==> src/rtl/slt_pkg.sv <==
// types and constants of the sorted line table
package slt_pkg;

    localparam int LINE_W   = 16;
    localparam int HANDLE_W = 16;
    localparam int STATUS_W = 3;
    localparam int POS_W    = 9;

    localparam logic [STATUS_W-1:0] ST_INSERTED = 3'd0;
    localparam logic [STATUS_W-1:0] ST_REPLACED = 3'd1;
    localparam logic [STATUS_W-1:0] ST_DELETED  = 3'd2;
    localparam logic [STATUS_W-1:0] ST_ABSENT   = 3'd3;
    localparam logic [STATUS_W-1:0] ST_FULL     = 3'd4;

    typedef struct packed {
        logic [LINE_W-1:0]   line_number;
        logic                text_present;
        logic [HANDLE_W-1:0] payload_handle;
    } t_in_item;

    typedef struct packed {
        logic [STATUS_W-1:0] status;
        logic [POS_W-1:0]    position;
        logic [POS_W-1:0]    entry_total;
    } t_out_item;

    // controller to datapath
    typedef struct packed {
        logic capture;
        logic search_step;
        logic rd_shift;
        logic shift_init;
        logic shift_step;
        logic commit;
    } t_dp_cmd;

    // datapath to controller
    typedef struct packed {
        logic search_done;
        logic shift_needed;
        logic shift_last;
    } t_dp_stat;

endpackage

==> src/rtl/slt_ctrl.sv <==
// sequencing state machine of the sorted line table
module slt_ctrl
    import slt_pkg::*;
(
    input  logic     i_clk,
    input  logic     i_rst_n,
    input  logic     i_in_valid,
    output logic     o_in_ready,
    output logic     o_out_valid,
    input  logic     i_out_ready,
    input  t_dp_stat i_stat,
    output t_dp_cmd  o_cmd
);

    localparam logic [2:0] S_IDLE   = 3'd0;
    localparam logic [2:0] S_SRCH   = 3'd1;
    localparam logic [2:0] S_CMP    = 3'd2;
    localparam logic [2:0] S_SH_RD  = 3'd3;
    localparam logic [2:0] S_SH_WR  = 3'd4;
    localparam logic [2:0] S_COMMIT = 3'd5;

    logic [2:0] r_state;
    logic [2:0] n_state;
    logic       r_out_valid;
    logic       n_out_valid;
    logic       w_slot_free;

    assign w_slot_free = !r_out_valid || i_out_ready;
    assign o_in_ready  = (r_state == S_IDLE);
    assign o_out_valid = r_out_valid;

    always_comb begin
        n_state = r_state;
        o_cmd   = '0;
        unique case (r_state)
            S_IDLE: begin
                if (i_in_valid) begin
                    o_cmd.capture = 1'b1;
                    n_state       = S_SRCH;
                end
            end
            S_SRCH: begin
                if (!i_stat.search_done) begin
                    n_state = S_CMP;
                end else if (i_stat.shift_needed) begin
                    o_cmd.shift_init = 1'b1;
                    n_state          = S_SH_RD;
                end else begin
                    n_state = S_COMMIT;
                end
            end
            S_CMP: begin
                o_cmd.search_step = 1'b1;
                n_state           = S_SRCH;
            end
            S_SH_RD: begin
                o_cmd.rd_shift = 1'b1;
                n_state        = S_SH_WR;
            end
            S_SH_WR: begin
                o_cmd.shift_step = 1'b1;
                n_state          = i_stat.shift_last ? S_COMMIT : S_SH_RD;
            end
            S_COMMIT: begin
                if (w_slot_free) begin
                    o_cmd.commit = 1'b1;
                    n_state      = S_IDLE;
                end
            end
            default: begin
                n_state = S_IDLE;
            end
        endcase
    end

    always_comb begin
        n_out_valid = r_out_valid;
        if (o_cmd.commit) begin
            n_out_valid = 1'b1;
        end else if (i_out_ready) begin
            n_out_valid = 1'b0;
        end
    end

    always_ff @(posedge i_clk) begin
        if (!i_rst_n) begin
            r_state     <= S_IDLE;
            r_out_valid <= 1'b0;
        end else begin
            r_state     <= n_state;
            r_out_valid <= n_out_valid;
        end
    end

endmodule

==> config.mk <==
export PLATFORM = sky130hd
export DESIGN_NAME = slt_ctrl
export DESIGN_NICKNAME = d
export VERILOG_FILES = /design/src/rtl/slt_pkg.sv /design/src/rtl/slt_ctrl.sv
export SDC_FILE = /design/constraint.sdc
export NUM_CORES = 1
export LEC_CHECK = 0
export BUFFER_PORTS_ARGS = -buffer_cell sky130_fd_sc_hd__buf_4
export CORE_AREA = 2 2 39 41
export DETAILED_ROUTE_END_ITERATION = 10
export DIE_AREA = 0 0 41 43
export GPL_TIMING_DRIVEN = 1
export PLACE_DENSITY = 0.43
export RECOVER_POWER = 50
export SETUP_SLACK_MARGIN = 0.15
export SLEW_MARGIN = 30
export SYNTH_ARGS = -nofsm -noshare
export SYNTH_HDL_FRONTEND = slang
export SYNTH_SLANG_ARGS = --single-unit
==> constraint.sdc <==
create_clock -name i_clk -period 1.75 [get_ports i_clk]
set_input_delay 0.35 -clock i_clk [delete_from_list [all_inputs] [get_ports i_clk]]
set_output_delay 0.35 -clock i_clk [all_outputs]
set_load 0.1 [all_outputs]
==> impl_metrics.py, run 1 <==
metrics = {
    "synth": {
        "synth.avg_cell_area_um2": 8.294,
        "synth_cells": 35,
        "synth-compound-area-share": 0.1552,
        "syn_area_um2": 290.3,
        "synth_seq_cells": 4,
        "synth_top_cell_area_share": 0.2759,
        "synth_nets": 42,
        "synthAdderAreaFrac": 0,
        "ys_warn_count": 0,
        "synth_top_family_by_area": "simple AND/OR/NAND/NOR gates",
        "synth-xor-area-share": 0,
        "synth-simple-area-share": 0.4181,
        "synth_cell_types": 22,
        "synth_top_area_cell": "dfxtp_1",
        "seq_area_frac_synth": 0.2759,
        "synth_mux_area_frac": 0.06897,
        "synth.area.top_cells": "dfxtp_1 (28%), nor2b_1 (8.6%), mux2i_1 (6.9%)",
    },
    "grt": {
        "grt_pass1_wl_um": 1200,
        "grt_pass1_vias": 297,
        "top_usage_layer": "met2",
        "grt-ovfl-total": 0,
        "grtUsageTotal": 0.1104,
        "gr-usage-met2": 0.1500,
        "use_met3": 0.09424,
        "use_met1": 0.1125,
        "antenna_found_initial": 0,
        "grt_max_degree": 9,
    },
    "worst_setup_path": {
        "rr_startpoint": "o_out_valid",
        "reg2reg_slack_ns": 0.66,
        "reg2reg_depth": 3,
        "crit_type": "flip-flop to output port",
        "crit_required_ns": 1.40,
        "path_max_fanout": 7,
        "startpoint_type": "flip-flop",
        "worstPathArrival_ns": 1.25,
        "worstSetupStartpoint": "r_state[2]",
        "cp-end-kind": "output port",
        "critPathCapture": "o_cmd[0]",
        "rr_endpoint": "r_state[0]",
    },
    "timing": {
        "setup_violations": 0,
        "rsz0062_at_grt": "true",
        "maxSlewHeadroom": 0.6419,
        "fin_ws_ns": 0.1501,
        "hold_ws_ns": 0.3740,
        "layout_min_cycle_time_ns": 1.600,
        "finalClockSkew_ns": 0.007634,
        "hold_viol_final": 0,
        "finalCritPeriodShare": 0.9142,
        "worst_pin_slew_ns": 0.5395,
        "max_freq_mhz": 625.0,
        "fin_setup_tns_ns": 0,
        "slew_viol_final": 0,
    },
    "pwr": {
        "powerDensity_nw_per_um2": 801.2,
        "p_sw_mw": 0.1809,
        "p_total_mw": 0.4290,
        "p_leak_nw": 0.2253,
        "vdd_ir_drop_max_uv": 328.8,
        "p_int_mw": 0.2481,
        "p_seq_frac": 0.261,
        "swShare": 0.4217,
        "combinationalPowerShare": 0.468,
        "clockPowerShare": 0.271,
    },
    "drt": {
        "vias_per_cell": 4.586,
        "initialDrtViolationCount": 6,
        "ant_nets": 0,
        "drc": 0,
        "wl_per_cell_um": 10.54,
        "drt-pass1-iter-count": 2,
        "wl_um": 738,
        "vias": 321,
    },
    "cells_and_area": {
        "n_antenna_cell": 0,
        "fillers": 149,
        "syn2layout_area_growth_pct": 84.48,
        "final_util": 0.3870,
        "fin_cells": 70,
        "stdcell_area_um2": 535.5,
        "nets": 63,
        "drive_gt1_frac": 0.6296,
    },
    "job": {
        "drv_cap": 0,
    },
    "floorplan": {
        "initial_core_util": 0.2098,
        "row_count": 14,
        "die_h_um": 43,
        "die_area_um2": 1763,
        "io_pins": 15,
        "core_um2": 1384,
        "die_x_um": 41,
    },
    "clocking": {
        "clock_latency_ns": 0.24,
        "clk_pin_slew_ns": 0.04,
        "numCtsBuffers": 3,
        "cts_tree": "done",
        "clock_sink_count": 4,
        "cts_hold_buf": 0,
        "root_buffer": "clkbuf_4",
        "cts_buffer_depth": 2,
        "htreeDepth": 1,
    },
    "place": {
        "dp_cells": 64,
        "dp_slack_ns": 0.2505,
        "io_buffers": 14,
        "postPlaceCellArea_um2": 446.7,
        "place_hpwl_um": 538.4,
        "globalplace.congestion": 0.7170,
    },
    "outcome": {
        "status": "finished clean",
    },
    "min_path": {
        "min_path_type": "input pin to flip-flop",
    },
}
placed cells by master, fill, tap and decap left out:
cell type | synthesis | routed
and2_2 | 1 | 1
o21ai_1 | 2 | 1
nand2_1 | 3 | 3
inv_1 | 1 | 1
buf_4 | 2 | 11
a21oi_1 | 1 | 1
a22oi_1 | 1 | 1
nor3b_4 | 0 | 1
a221oi_1 | 0 | 1
and2_4 | 0 | 1
nor2_1 | 2 | 2
buf_6 | 0 | 3
nor3_4 | 0 | 2
buf_12 | 0 | 2
buf_8 | 0 | 1
nor2b_1 | 4 | 3
o21ai_0 | 0 | 1
dfxtp_4 | 0 | 1
nor2b_4 | 0 | 1
nand2b_1 | 1 | 1
dfxtp_2 | 0 | 2
nand3_1 | 1 | 1
clkbuf_4 | 0 | 4
o211ai_1 | 1 | 1
clkbuf_2 | 0 | 1
mux2i_1 | 2 | 2
nor3b_2 | 1 | 1
dfxtp_1 | 4 | 1
nor2b_2 | 2 | 2
worst min path at each step:
stage                     startpoint          end  slack, ns  cells after the start
final                        i_rst_n   r_state[0]       0.37                      3
after global routing         i_rst_n   r_state[0]       0.36                      3
after CTS                 i_in_valid   r_state[0]       0.37                      3
after detailed placement  r_state[1]   r_state[1]       0.55                      1
after global placement    r_state[1]   r_state[1]       0.56                      1
after floorplan              i_rst_n  o_out_valid       0.48                      1
critical path, stage by stage (launching register included):
cell and delay [ns]:
dfxtp_2 0.32, buf_6 0.13, nor2b_4 0.16, nand2_1 0.06
nor2_1 0.11, buf_6 0.24
repair_timing:
| item | 4_1_cts | 5_1_grt |
|---|---|---|
| gates resized for setup | 11 | 7 |
| gates cloned | 0 | 0 |
| pin swaps | 1 | 4 |
| setup endpoints to repair | 6 | 7 |
| setup buffers | 3 | 0 |
metal layers:
layer,up-vias,wire [µm]
met2,13,362
met5,-,0
met4,0,7
met3,2,86
met1,147,282
li1,159,-
synthesized netlist by cell type:
| cell | number |
|---|---|
| a21oi_1 | 1 |
| a221oi_2 | 1 |
| a22oi_1 | 1 |
| and2_1 | 1 |
| and2_2 | 1 |
| buf_2 | 1 |
| buf_4 | 2 |
| dfxtp_1 | 4 |
| inv_1 | 1 |
| mux2i_1 | 2 |
| nand2_1 | 3 |
| nand2b_1 | 1 |
| nand3_1 | 1 |
| nor2_1 | 2 |
| nor2b_1 | 4 |
| nor2b_2 | 2 |
| nor3_1 | 1 |
| nor3_2 | 1 |
| nor3b_1 | 1 |
| nor3b_2 | 1 |
| o211ai_1 | 1 |
| o21ai_1 | 2 |
layout make-up:
| type | count | area, µm² | share of cell area |
|---|---|---|---|
| Sequential cell | 4 | 86.33 | 0.1612 |
| Inverter | 1 | 3.754 | 0.007009 |
| Timing Repair Buffer | 19 | 183.9 | 0.3435 |
| Multi-Input combinational cell | 27 | 219.0 | 0.4089 |
| Tap cell | 16 | 20.02 | 0.03738 |
| Clock buffer | 3 | 22.52 | 0.04206 |
cell families after synthesis:
group,count (synthesis)
multiplexers,2
AO/OA/AOI/OAI,6
AND/OR/NAND/NOR,19
buffers and inverters,4
flip-flops,4
flip-flops by register name, indices dropped and copies added (netlist names):
| signal | cells |
|---|---|
| r_state | 3 |
| o_out_valid | 1 |
power by group through the flow:
stage	clock network, mW	registers [mW]	logic (mW)
floorplan	0	0.109	0.152
global placement	0	0.111	0.183
detailed placement	0	0.112	0.185
CTS	0.119	0.112	0.201
global route	0.136	0.114	0.210
finish	0.116	0.112	0.201
(Power assumes the default switching activity.)
==> run 2, diff against run 1 <==
--- a/config.mk
+++ b/config.mk
@@ -11,7 +11,7 @@
 export DIE_AREA = 0 0 41 43
 export GPL_TIMING_DRIVEN = 1
 export PLACE_DENSITY = 0.43
-export RECOVER_POWER = 50
+export RECOVER_POWER = 25
 export SETUP_SLACK_MARGIN = 0.15
 export SLEW_MARGIN = 30
 export SYNTH_ARGS = -nofsm -noshare
==> run 2 against run 1 <==
Net effect: final area increased by 4.0%; global-route usage unchanged; critical path depth unchanged; largest power group unchanged; sequential share of layout area down 0.62 points; worst setup slack improved by 0.0022 ns; die area unchanged; highest routed layer unchanged; first-iteration DRC count stayed put.
==> impl_metrics.py, run 2 (synthesized netlist as in run 1, its figures left out) <==
metrics = {
    "outcome": {
        "status": "finished clean",
    },
    "cells_and_area": {
        "largest_reg_flops": 3,
        "syn2layout_area_growth_pct": 91.81,
        "drive_gt1_frac": 0.6481,
        "final_util": 0.4024,
        "fillers": 145,
        "nets": 63,
        "largest_register": "r_state",
        "stdcell_area_um2": 556.8,
        "n_antenna_cell": 0,
        "final_common_cell": "buf_4",
    },
    "worst_setup_path": {
        "path_delay_family": "buffers and inverters",
        "rr_startpoint": "o_out_valid",
        "path_buf_inv": 2,
        "critPathCapture": "o_cmd[0]",
        "crit_required_ns": 1.40,
        "worstSetupStartpoint": "r_state[2]",
        "worstPathArrival_ns": 1.25,
        "reg2reg_slack_ns": 0.68,
        "critical_path_cell_count": 5,
        "max_stage_delay_ns": 0.32,
        "startpoint_type": "flip-flop",
        "rr_endpoint": "r_state[0]",
        "cpMaxStageDelayCell": "dfxtp_2",
        "cp-end-kind": "output port",
        "crit_type": "flip-flop to output port",
        "path_common_cell": "buf_6",
        "path_cells": "buf_6, nor2b_4, nand2_1, nor2_1, buf_6",
        "reg2reg_depth": 3,
        "path_max_fanout": 7,
    },
    "pwr": {
        "vdd_ir_drop_max_uv": 329.2,
        "powerDensity_nw_per_um2": 783.9,
        "combinationalPowerShare": 0.476,
        "p_leak_nw": 0.2314,
        "p_seq_frac": 0.256,
        "p_total_mw": 0.4365,
        "clockPowerShare": 0.268,
        "p_sw_mw": 0.1841,
        "swShare": 0.4219,
        "p_int_mw": 0.2523,
    },
    "grt": {
        "gr-usage-met2": 0.1500,
        "use_met3": 0.09424,
        "top_usage_layer": "met2",
        "grt_max_degree": 9,
        "grt_pass1_wl_um": 1200,
        "antenna_found_initial": 0,
        "use_met1": 0.1125,
        "grtUsageTotal": 0.1104,
        "grt-ovfl-total": 0,
        "grt_pass1_vias": 297,
    },
    "timing": {
        "max_freq_mhz": 625.9,
        "slew_viol_final": 0,
        "layout_min_cycle_time_ns": 1.598,
        "worst_pin_slew_ns": 0.2999,
        "hold_ws_ns": 0.3701,
        "setup_violations": 0,
        "finalCritPeriodShare": 0.9129,
        "rsz0062_at_grt": "true",
        "finalClockSkew_ns": 0.008345,
        "hold_viol_final": 0,
        "maxSlewHeadroom": 0.7996,
    },
    "clocking": {
        "root_buffer": "clkbuf_4",
        "htreeDepth": 1,
        "cts_buffer_depth": 2,
        "cts_tree": "done",
        "clk_pin_slew_ns": 0.04,
        "clock_latency_ns": 0.24,
        "clock_sink_count": 4,
        "cts_hold_buf": 0,
        "numCtsBuffers": 3,
    },
    "drt": {
        "vias": 326,
        "initialDrtViolationCount": 6,
        "drc": 0,
        "drt-pass1-iter-count": 4,
        "wl_per_cell_um": 10.54,
        "wl_um": 738,
        "ant_nets": 0,
        "vias_per_cell": 4.657,
    },
    "place": {
        "globalplace.congestion": 0.7170,
        "place_hpwl_um": 538.4,
        "postPlaceCellArea_um2": 446.7,
        "io_buffers": 14,
    },
    "min_path": {
        "min_path_cells": 3,
        "min_path_type": "input pin to flip-flop",
    },
    "floorplan": {
        "io_pins": 15,
        "initial_core_util": 0.2098,
        "core_um2": 1384,
        "die_area_um2": 1763,
        "die_h_um": 43,
        "die_x_um": 41,
        "row_count": 14,
    },
    "job": {
        "drv_cap": 0,
    },
}
run 2: timing repair:
| item | 4_1_cts | 5_1_grt |
|---|---|---|
| endpoints found under the setup margin | 6 | 7 |
| buffers inserted | 3 | 0 |
| hold endpoints to repair | 0 | 0 |
| gates resized for setup | 11 | 7 |
| pin swaps | 1 | 4 |
run 2: metal layers:
metal  vias up  share of wire
met3         2           0.15
met2        19           0.50
met5         -              0
met4         0         0.0095
met1       146           0.34
li1        159              -
run 2: layout make-up:
type | instances | area [µm²] | share of cell area
clock buffer | 3 | 22.52 | 0.04045
inverter | 1 | 3.754 | 0.006742
multi-input combinational | 27 | 225.2 | 0.4045
sequential | 4 | 86.33 | 0.1551
tap | 16 | 20.02 | 0.03596
timing repair buffer | 19 | 198.9 | 0.3573
run 2: worst reg2reg max path: stages, from the launching register on:
cell and delay [ns]:
dfxtp_1 0.31, nor2b_1 0.29, mux2i_1 0.15, a221oi_2 0.23
run 2: worst min-delay path by stage:
| stage | start | end | slack [ns] |
|---|---|---|---|
| 6_report | i_in_valid | r_state[0] | 0.37 |
| 5_1_grt | i_in_valid | r_state[0] | 0.36 |
| 4_1_cts | i_in_valid | r_state[0] | 0.37 |
| 3_5_place_dp | r_state[1] | r_state[1] | 0.55 |
| 3_3_place_gp | r_state[1] | r_state[1] | 0.56 |
| 2_1_floorplan | i_rst_n | o_out_valid | 0.48 |
run 2: power by group through the flow:
| stage | sequential [mW] | combinational (mW) | clock [mW] |
|---|---|---|---|
| after global placement | 0.111 | 0.183 | 0 |
| final | 0.112 | 0.208 | 0.117 |
| after detailed placement | 0.112 | 0.185 | 0 |
| after global routing | 0.114 | 0.217 | 0.136 |
| after CTS | 0.112 | 0.201 | 0.119 |
| after floorplan | 0.109 | 0.152 | 0 |
run 2: metrics by stage:
step	TNS (ns)	worst slack, ns	instances
finish	0	0.1523	70
global route	0	0.06493	70
CTS	0	0.1205	70
detailed placement	0	0.2505	64
global placement	0	0.2565	64
floorplan	-0.4826	-0.3704	35
==> run 3, diff against run 2 <==
==> constraint.sdc (replaced) <==
create_clock -name i_clk -period 1.65 [get_ports i_clk]
set_input_delay 0.33 -clock i_clk [delete_from_list [all_inputs] [get_ports i_clk]]
set_output_delay 0.33 -clock i_clk [all_outputs]
set_load 0.1 [all_outputs]
==> run 3 against run 2 <==
Net effect: non-clock buffer count grew 3; final area grew 13%; utilization grew 5.3 points; total power grew 14%; worst setup slack lost 0.021 ns; sequential cell count is the same; combinational power grew 15%; critical path depth shrank 1; clock-buffer cell count grew 1; sequential share of layout area shrank 0.43 points; critical path type unchanged; largest power group unchanged.
==> impl_metrics.py, run 3 (synthesized netlist as in run 1, its figures left out) <==
metrics = {
    "clocking": {
        "cts_hold_buf": 0,
        "numCtsBuffers": 3,
        "cts_tree": "done",
        "clk_pin_slew_ns": 0.05,
        "clock_latency_ns": 0.24,
        "root_buffer": "clkbuf_4",
        "htreeDepth": 1,
        "cts_buffer_depth": 2,
        "clock_sink_count": 4,
    },
    "floorplan": {
        "die_h_um": 43,
        "initial_core_util": 0.2098,
        "die_area_um2": 1763,
        "row_count": 14,
        "die_x_um": 41,
        "core_um2": 1384,
        "io_pins": 15,
    },
    "place": {
        "place_hpwl_um": 531.8,
        "globalplace.congestion": 0.7521,
        "dp_cells": 67,
        "io_buffers": 14,
    },
    "cells_and_area": {
        "final_common_cell": "buf_4",
        "regArea_um2": 95.09,
        "syn2layout_area_growth_pct": 117.2,
        "nets": 66,
        "multi_input_area_um2": 245.2,
        "final_cell_mix": "buf_4 (14), buf_12 (6), dfxtp_4 (4)",
        "final_util": 0.4557,
        "drive_gt1_frac": 0.6897,
        "fin_cells": 74,
        "largest_reg_flops": 3,
        "largest_register": "r_state",
        "fillers": 149,
        "n_antenna_cell": 0,
    },
    "worst_setup_path": {
        "rr_endpoint": "r_state[0]",
        "rr_startpoint": "o_out_valid",
        "reg2reg_depth": 4,
        "cp-end-kind": "output port",
        "critPathCapture": "o_cmd[0]",
        "path_max_fanout": 8,
        "reg2reg_slack_ns": 0.54,
        "crit_required_ns": 1.32,
        "worstSetupStartpoint": "r_state[2]",
        "crit_type": "flip-flop to output port",
        "worstPathArrival_ns": 1.19,
        "startpoint_type": "flip-flop",
    },
    "drt": {
        "initialDrtViolationCount": 5,
        "drc": 0,
        "vias": 325,
        "vias_per_cell": 4.392,
        "drt-pass1-iter-count": 4,
        "ant_nets": 0,
        "wl_um": 710,
        "wl_per_cell_um": 9.595,
    },
    "timing": {
        "layout_min_cycle_time_ns": 1.519,
        "worst_pin_slew_ns": 0.2779,
        "hold_viol_final": 0,
        "rsz0062_at_grt": "true",
        "finalClockSkew_ns": 0.01091,
        "maxSlewHeadroom": 0.8162,
        "fin_setup_tns_ns": 0,
        "slew_viol_final": 0,
        "finalCritPeriodShare": 0.9207,
        "setup_violations": 0,
        "max_freq_mhz": 658.3,
    },
    "grt": {
        "grt-ovfl-total": 0,
        "use_met1": 0.1258,
        "gr-usage-met2": 0.1281,
        "top_usage_layer": "met2",
        "antenna_found_initial": 0,
        "grt_pass1_wl_um": 1138,
        "use_met3": 0.09424,
        "grt_pass1_vias": 265,
        "grt_max_degree": 9,
        "grtUsageTotal": 0.1015,
    },
    "outcome": {
        "status": "finished clean",
    },
    "pwr": {
        "vdd_ir_drop_max_uv": 392.8,
        "p_leak_nw": 0.2512,
        "p_total_mw": 0.4990,
        "powerDensity_nw_per_um2": 791.4,
    },
    "job": {
        "drv_cap": 0,
    },
    "min_path": {
        "min_path_type": "input pin to flip-flop",
    },
}
run 3: changes by cell type in the layout (fill, tap and decap cells not counted), sizes merged:
cell | before | now
clkbuf | 3 | 5
buf | 19 | 21
run 3: routing by layer:
layer / up-vias / wire [µm]
li1: 165 / -
met5: - / 0
met4: 0 / 0
met2: 12 / 350
met3: 0 / 68
met1: 148 / 291
run 3: report_power, final:
part	total [mW]	leakage [nW]	switching [mW]	internal (mW)
logic	0.240	0.201	0.140	0.0999
clock network	0.137	0.0150	0.0462	0.0911
registers	0.121	0.0356	0.0190	0.102
total	0.499	0.251	0.206	0.293
run 3: repair_timing:
item | in CTS | in global routing
gates cloned | 0 | 0
pin swaps | 3 | 1
setup buffers | 3 | 0
resized for setup | 22 | 7
setup endpoints to repair | 7 | 7
endpoints found under the hold margin | 0 | 0
run 3: metrics by stage:
stage | hold WS, ns | setup slack [ns] | cell area [µm²]
floorplan | 0.4568 | -0.4465 | 335.3
global placement | 0.5636 | 0.1255 | 471.7
detailed placement | 0.5615 | 0.1065 | 471.7
CTS | 0.3316 | 0.1188 | 599.3
global route | 0.3347 | 0.07280 | 630.6
finish | 0.3377 | 0.1309 | 630.6
run 3: worst min-delay path by stage:
stage / end / slack [ns] / from / cells past startpoint
after floorplan: o_out_valid / 0.46 / i_rst_n / 1
after global placement: r_state[1] / 0.56 / r_state[1] / 1
after detailed placement: r_state[1] / 0.56 / r_state[1] / 1
after CTS: o_out_valid / 0.33 / i_rst_n / 2
after global routing: r_state[0] / 0.33 / i_in_valid / 3
final: o_out_valid / 0.34 / i_rst_n / 2
run 3: worst max-delay path, cell delays in order (launching register included):
cell,delay [ns]
dfxtp_4,0.40
nor2b_4,0.17
nand2_1,0.07
nor2_2,0.12
buf_12,0.19
run 3: final cells by class:
cell class,instances,area share
clock buffer,4,0.04167
inverter,1,0.005952
multi-input combinational,27,0.3889
sequential,4,0.1508
tap,16,0.03175
timing repair buffer,22,0.3810
